## config.mk

```make
export PLATFORM = sky130hd
export DESIGN_NAME = vdt_ctrl
export DESIGN_NICKNAME = d
export VERILOG_FILES = /design/src/rtl/vdt_pkg.sv /design/src/rtl/vdt_ctrl.sv
export SDC_FILE = /design/constraint.sdc
export NUM_CORES = 1
export LEC_CHECK = 0
export BUFFER_PORTS_ARGS = -buffer_cell sky130_fd_sc_hd__buf_2
export CAP_MARGIN = 20
export CORE_AREA = 2 2 39 41
export CTS_CLUSTER_DIAMETER = 30
export DETAILED_ROUTE_END_ITERATION = 8
export DIE_AREA = 0 0 41 43
export GPL_TIMING_DRIVEN = 0
export PLACE_DENSITY_LB_ADDON = 0.12
export SYNTH_ARGS = -nofsm -noshare
export SYNTH_HDL_FRONTEND = slang
export SYNTH_SLANG_ARGS = --single-unit
```

## constraint.sdc

```tcl
create_clock -name clk -period 1.2 [get_ports clk]
set_input_delay 0.06 -clock clk [delete_from_list [all_inputs] [get_ports clk]]
set_output_delay 0.06 -clock clk [all_outputs]
set_load 0.01 [all_outputs]
```

## src/rtl/vdt_pkg.sv

```systemverilog
// ----------------------------------------------------------------------------
// vdt_pkg
// Shared types, field widths and float compare helper for the vertex table.
// ----------------------------------------------------------------------------
package vdt_pkg;

  localparam int CoordW = 32;
  localparam int IndexW = 10;
  localparam int CountW = 11;

  typedef logic [CoordW-1:0] coord_t;
  typedef logic [IndexW-1:0] index_t;
  typedef logic [CountW-1:0] count_t;

  typedef struct packed {
    logic load;    // latch accepted word, optionally empty the table
    logic scan;    // advance the search by one entry
    logic commit;  // decide match/append/full and load the result
  } vdt_cmd_t;

  typedef struct packed {
    logic hit;     // registered entry equals the held vertex
    logic done;    // every filled entry checked, none matched
  } vdt_status_t;

  function automatic logic is_nan(input coord_t b);
    return (b[30:23] == 8'hFF) && (b[22:0] != 23'd0);
  endfunction

  // IEEE equality on bit patterns: NaN never equal, +0 == -0
  function automatic logic feq(input coord_t a, input coord_t b);
    logic r;
    if (is_nan(a) || is_nan(b)) begin
      r = 1'b0;
    end else if (((a | b) & 32'h7FFF_FFFF) == 32'd0) begin
      r = 1'b1;
    end else begin
      r = (a == b);
    end
    return r;
  endfunction

endpackage

```

## src/rtl/vdt_ctrl.sv

```systemverilog
// ----------------------------------------------------------------------------
// vdt_ctrl
// Sequencer: accepts a word, drives the scan, commits and holds the result.
// ----------------------------------------------------------------------------
module vdt_ctrl (
  input  logic                 clk,
  input  logic                 rst_n,
  input  logic                 in_valid,
  output logic                 in_ready,
  output logic                 out_valid,
  input  logic                 out_ready,
  output vdt_pkg::vdt_cmd_t    cmd,
  input  vdt_pkg::vdt_status_t status
);
  import vdt_pkg::*;

  localparam logic ST_IDLE   = 1'b0;
  localparam logic ST_SEARCH = 1'b1;

  logic state_r, state_nxt;
  logic out_vld_r, out_vld_nxt;
  logic out_free;

  assign out_free  = !out_vld_r || out_ready;
  assign in_ready  = (state_r == ST_IDLE);
  assign out_valid = out_vld_r;

  always_comb begin
    state_nxt  = state_r;
    cmd        = '0;
    unique case (state_r)
      ST_IDLE: begin
        if (in_valid) begin
          cmd.load  = 1'b1;
          state_nxt = ST_SEARCH;
        end
      end
      ST_SEARCH: begin
        if (status.hit || status.done) begin
          if (out_free) begin
            cmd.commit = 1'b1;
            state_nxt  = ST_IDLE;
          end
        end else begin
          cmd.scan = 1'b1;
        end
      end
      default: state_nxt = ST_IDLE;
    endcase
  end

  always_comb begin
    out_vld_nxt = out_vld_r;
    if (cmd.commit) begin
      out_vld_nxt = 1'b1;
    end else if (out_ready) begin
      out_vld_nxt = 1'b0;
    end
  end

  always_ff @(posedge clk) begin
    if (!rst_n) begin
      state_r   <= ST_IDLE;
      out_vld_r <= 1'b0;
    end else begin
      state_r   <= state_nxt;
      out_vld_r <= out_vld_nxt;
    end
  end

endmodule

```

==> results.json <==
{
  "timing.reg2reg.setup_slack_ns": 0.52,
  "critical_path_maximum_fanout": 5,
  "worst_hold_startpoint": "rst_n",
  "period_share_pct": 94.1,
  "min_delay_path_depth": 3,
  "layout-area-overhead-vs-synth_pct": 87.2,
  "fillCellCount": 161,
  "floorplan.die.width_um": 41,
  "grt.total_usage_pct": 5.02,
  "numClockSinks": 2,
  "ff_latch_area_um2": 41.3,
  "mapped_cells": 13,
  "multi_input_logic_area_um2": 56.3,
  "avgSynthCellArea_um2": 8.28,
  "initial_cell_density_of_the_core_pct": 7.78,
  "clock_skew_ns": 0.00587,
  "buffer_levels_on_the_longest_clock_path": 2,
  "syn_area_um2": 108,
  "critical_path.reg2reg.startpoint": "state_r",
  "syn-num-nets": 19,
  "cts_root_buf": "sky130_fd_sc_hd__clkbuf_4",
  "final_core_util_pct": 14.6,
  "die_area_mm2": 0.00176,
  "drt_pre_antenna_iters": 3,
  "pin_count_of_the_biggest_net_entering_global_routing": 6,
  "finish.net_count": 34,
  "ys_seq_elements": 2,
  "synth-warning-count": 0,
  "coreArea_mm2": 0.00138,
  "post-cts-setup-buffers": 0,
  "outcome": "completed",
  "timing.fmax_ghz": 0.886,
  "total_leakage_power_nw": 0.0989,
  "tritoncts.num_buffers": 3,
  "buffer_ports.inserted": 10,
  "maxCapViolations": 0,
  "worst_r2r_endpoint": "out_valid",
  "worst_ir_drop_vdd_mv": 0.718,
  "drt-vias-per-instance": 3.21,
  "grt_pass1_vias": 100,
  "grt_pass1_wl_um": 441,
  "min_to": "state_r",
  "antenna_found_initial": 0,
  "insertion_delay_ns": 0.23,
  "hold_path_class": "input pin to flip-flop",
  "normalized_max_slew_margin_pct": 87.5,
  "detailed_place_hpwl_um": 236,
  "number_of_placed_i_o_pins": 11,
  "drcViolationCount": 0,
  "grt_remaining_overflow": 0,
  "finalMaxSlewViolations": 0,
  "setup.worst_path.start_class": "flip-flop",
  "antenna_violating_nets_post_route": 0,
  "post_drt_wl_per_cell_um": 7.36,
  "clk_transition_reported_paths_ns": 0.03,
  "drt-initial-drc-count": 1,
  "synth_seq_area_share_pct": 37.2,
  "num_antenna_cells": 0,
  "arrival_ns": 1.07,
  "critical_path.endpoint_type": "output pin",
  "crit_required_ns": 1.14,
  "timing.final.setup_violations": 0,
  "period_needed_ns": 1.13,
  "ratio_of_cells_with_drive_above_1_in_the_final_layout_pct": 65.4,
  "cts_tree": "yes",
  "path_class": "flip-flop to output pin",
  "timing.setup.tns_ns": 0,
  "timing_worst_slew_pin_value_ns": 0.185,
  "totalWireLength_um": 309,
  "dr_total_vias": 135,
  "rows": 14,
  "gp_congestion": 0.631,
  "power.density_cell_area_mw_per_mm2": 1360,
  "reg2reg_depth": 2,
  "setup_repair_after_global_routing_missed_its_margin": "false",
  "power.total_mw": 0.275,
  "final-hold-violation-count": 0,
  "ctsHtreeMaxLevel": 1,
  "die_height_um": 43,
  "synth.lib_cells_used.distinct": 11
}
-- placed cells by master, fill, tap and decap left out --
cell type,instances
sky130_fd_sc_hd__buf_2,10
sky130_fd_sc_hd__buf_4,1
sky130_fd_sc_hd__dfxtp_2,1
sky130_fd_sc_hd__a21boi_1,1
sky130_fd_sc_hd__nand2b_1,1
sky130_fd_sc_hd__o21a_1,1
sky130_fd_sc_hd__and2_1,1
sky130_fd_sc_hd__a21oi_1,1
sky130_fd_sc_hd__clkbuf_4,3
sky130_fd_sc_hd__dfxtp_1,1
sky130_fd_sc_hd__o21ai_0,2
sky130_fd_sc_hd__nor3_1,1
sky130_fd_sc_hd__inv_2,1
sky130_fd_sc_hd__and2b_2,1
-- area by class of cell --
cell class                      instances  share of cell area (%)
Inverter                                1                    1.86
Timing Repair Buffer                   10                    24.8
Clock buffer                            3                    11.2
Tap cell                               16                    9.94
Buffer                                  1                    3.73
Sequential cell                         2                    20.5
Multi-Input combinational cell          9                    28.0
-- per-stage QoR --
step | setup WS (ns) | instance area, µm² | instances | hold slack (ns)
final | 0.0709 | 201 | 42 | 0.0773
after global routing | 0.0208 | 201 | 42 | 0.0760
after CTS | 0.0195 | 200 | 42 | 0.0819
after detailed placement | 0.280 | 178 | 39 | 0.320
after global placement | 0.272 | 178 | 39 | 0.327
after floorplan | 0.406 | 108 | 13 | 0.167
-- where the power goes --
group / internal (mW) / switching (mW) / leakage (nW) / total (mW)
Clock: 0.110 / 0.0398 / 0.0138 / 0.150
Combinational: 0.0260 / 0.0213 / 0.0683 / 0.0473
Sequential: 0.0729 / 0.00455 / 0.0168 / 0.0774
Total: 0.209 / 0.0656 / 0.0989 / 0.275
-- flip-flops by register name, indices dropped and copies added (netlist names) --
signal     count
out_valid      1
state_r        1
-- timing repair --
item                                   in CTS  in global routing
endpoints found under the hold margin       0                  0
setup endpoints to repair                   0                  1
gates resized for setup                     0                  1
hold buffers                                0                  0
-- worst max path at each step --
| stage | start | to | slack (ns) | depth (start not counted) |
|---|---|---|---|---|
| finish | state_r | cmd[0] | 0.07 | 4 |
| global route | state_r | cmd[0] | 0.02 | 4 |
| CTS | state_r | cmd[0] | 0.02 | 4 |
| detailed placement | state_r | cmd[0] | 0.28 | 4 |
| global placement | state_r | cmd[0] | 0.27 | 4 |
| floorplan | state_r | cmd[1] | 0.41 | 2 |
-- critical path: stages (launching register included) --
cell	delay, ns
sky130_fd_sc_hd__dfxtp_2	0.33
sky130_fd_sc_hd__o21a_1	0.11
sky130_fd_sc_hd__and2_1	0.16
sky130_fd_sc_hd__buf_4	0.12
sky130_fd_sc_hd__buf_2	0.13
-- logic make-up after synthesis --
kind of cell	after synthesis	synth area share, %
and+or+nand+nor	4	24.4
DFF	2	37.2
AOI/OAI and AO/OA	5	27.9
buffers and inverters	2	10.5
-- metal layers --
metal	routed length (µm)	track usage [%]	share of wire (%)
met1	164	5.13	53
met2	92	3.13	30
met3	53	9.42	17
met4	0	4.00	0
met5	0	0	0
-- synth_stat cells --
master | count | share of area, %
sky130_fd_sc_hd__buf_4 | 1 | 7.0
sky130_fd_sc_hd__a21oi_1 | 1 | 4.6
sky130_fd_sc_hd__dfxtp_1 | 2 | 37
sky130_fd_sc_hd__and2_1 | 1 | 5.8
sky130_fd_sc_hd__nor3_1 | 1 | 4.6
sky130_fd_sc_hd__nand2b_1 | 1 | 5.8
sky130_fd_sc_hd__o21ai_0 | 2 | 9.3
sky130_fd_sc_hd__inv_2 | 1 | 3.5
sky130_fd_sc_hd__o21a_1 | 1 | 7.0
sky130_fd_sc_hd__and2b_2 | 1 | 8.1
sky130_fd_sc_hd__a21boi_1 | 1 | 7.0
Note: power is estimated with default switching activity, not from simulation.
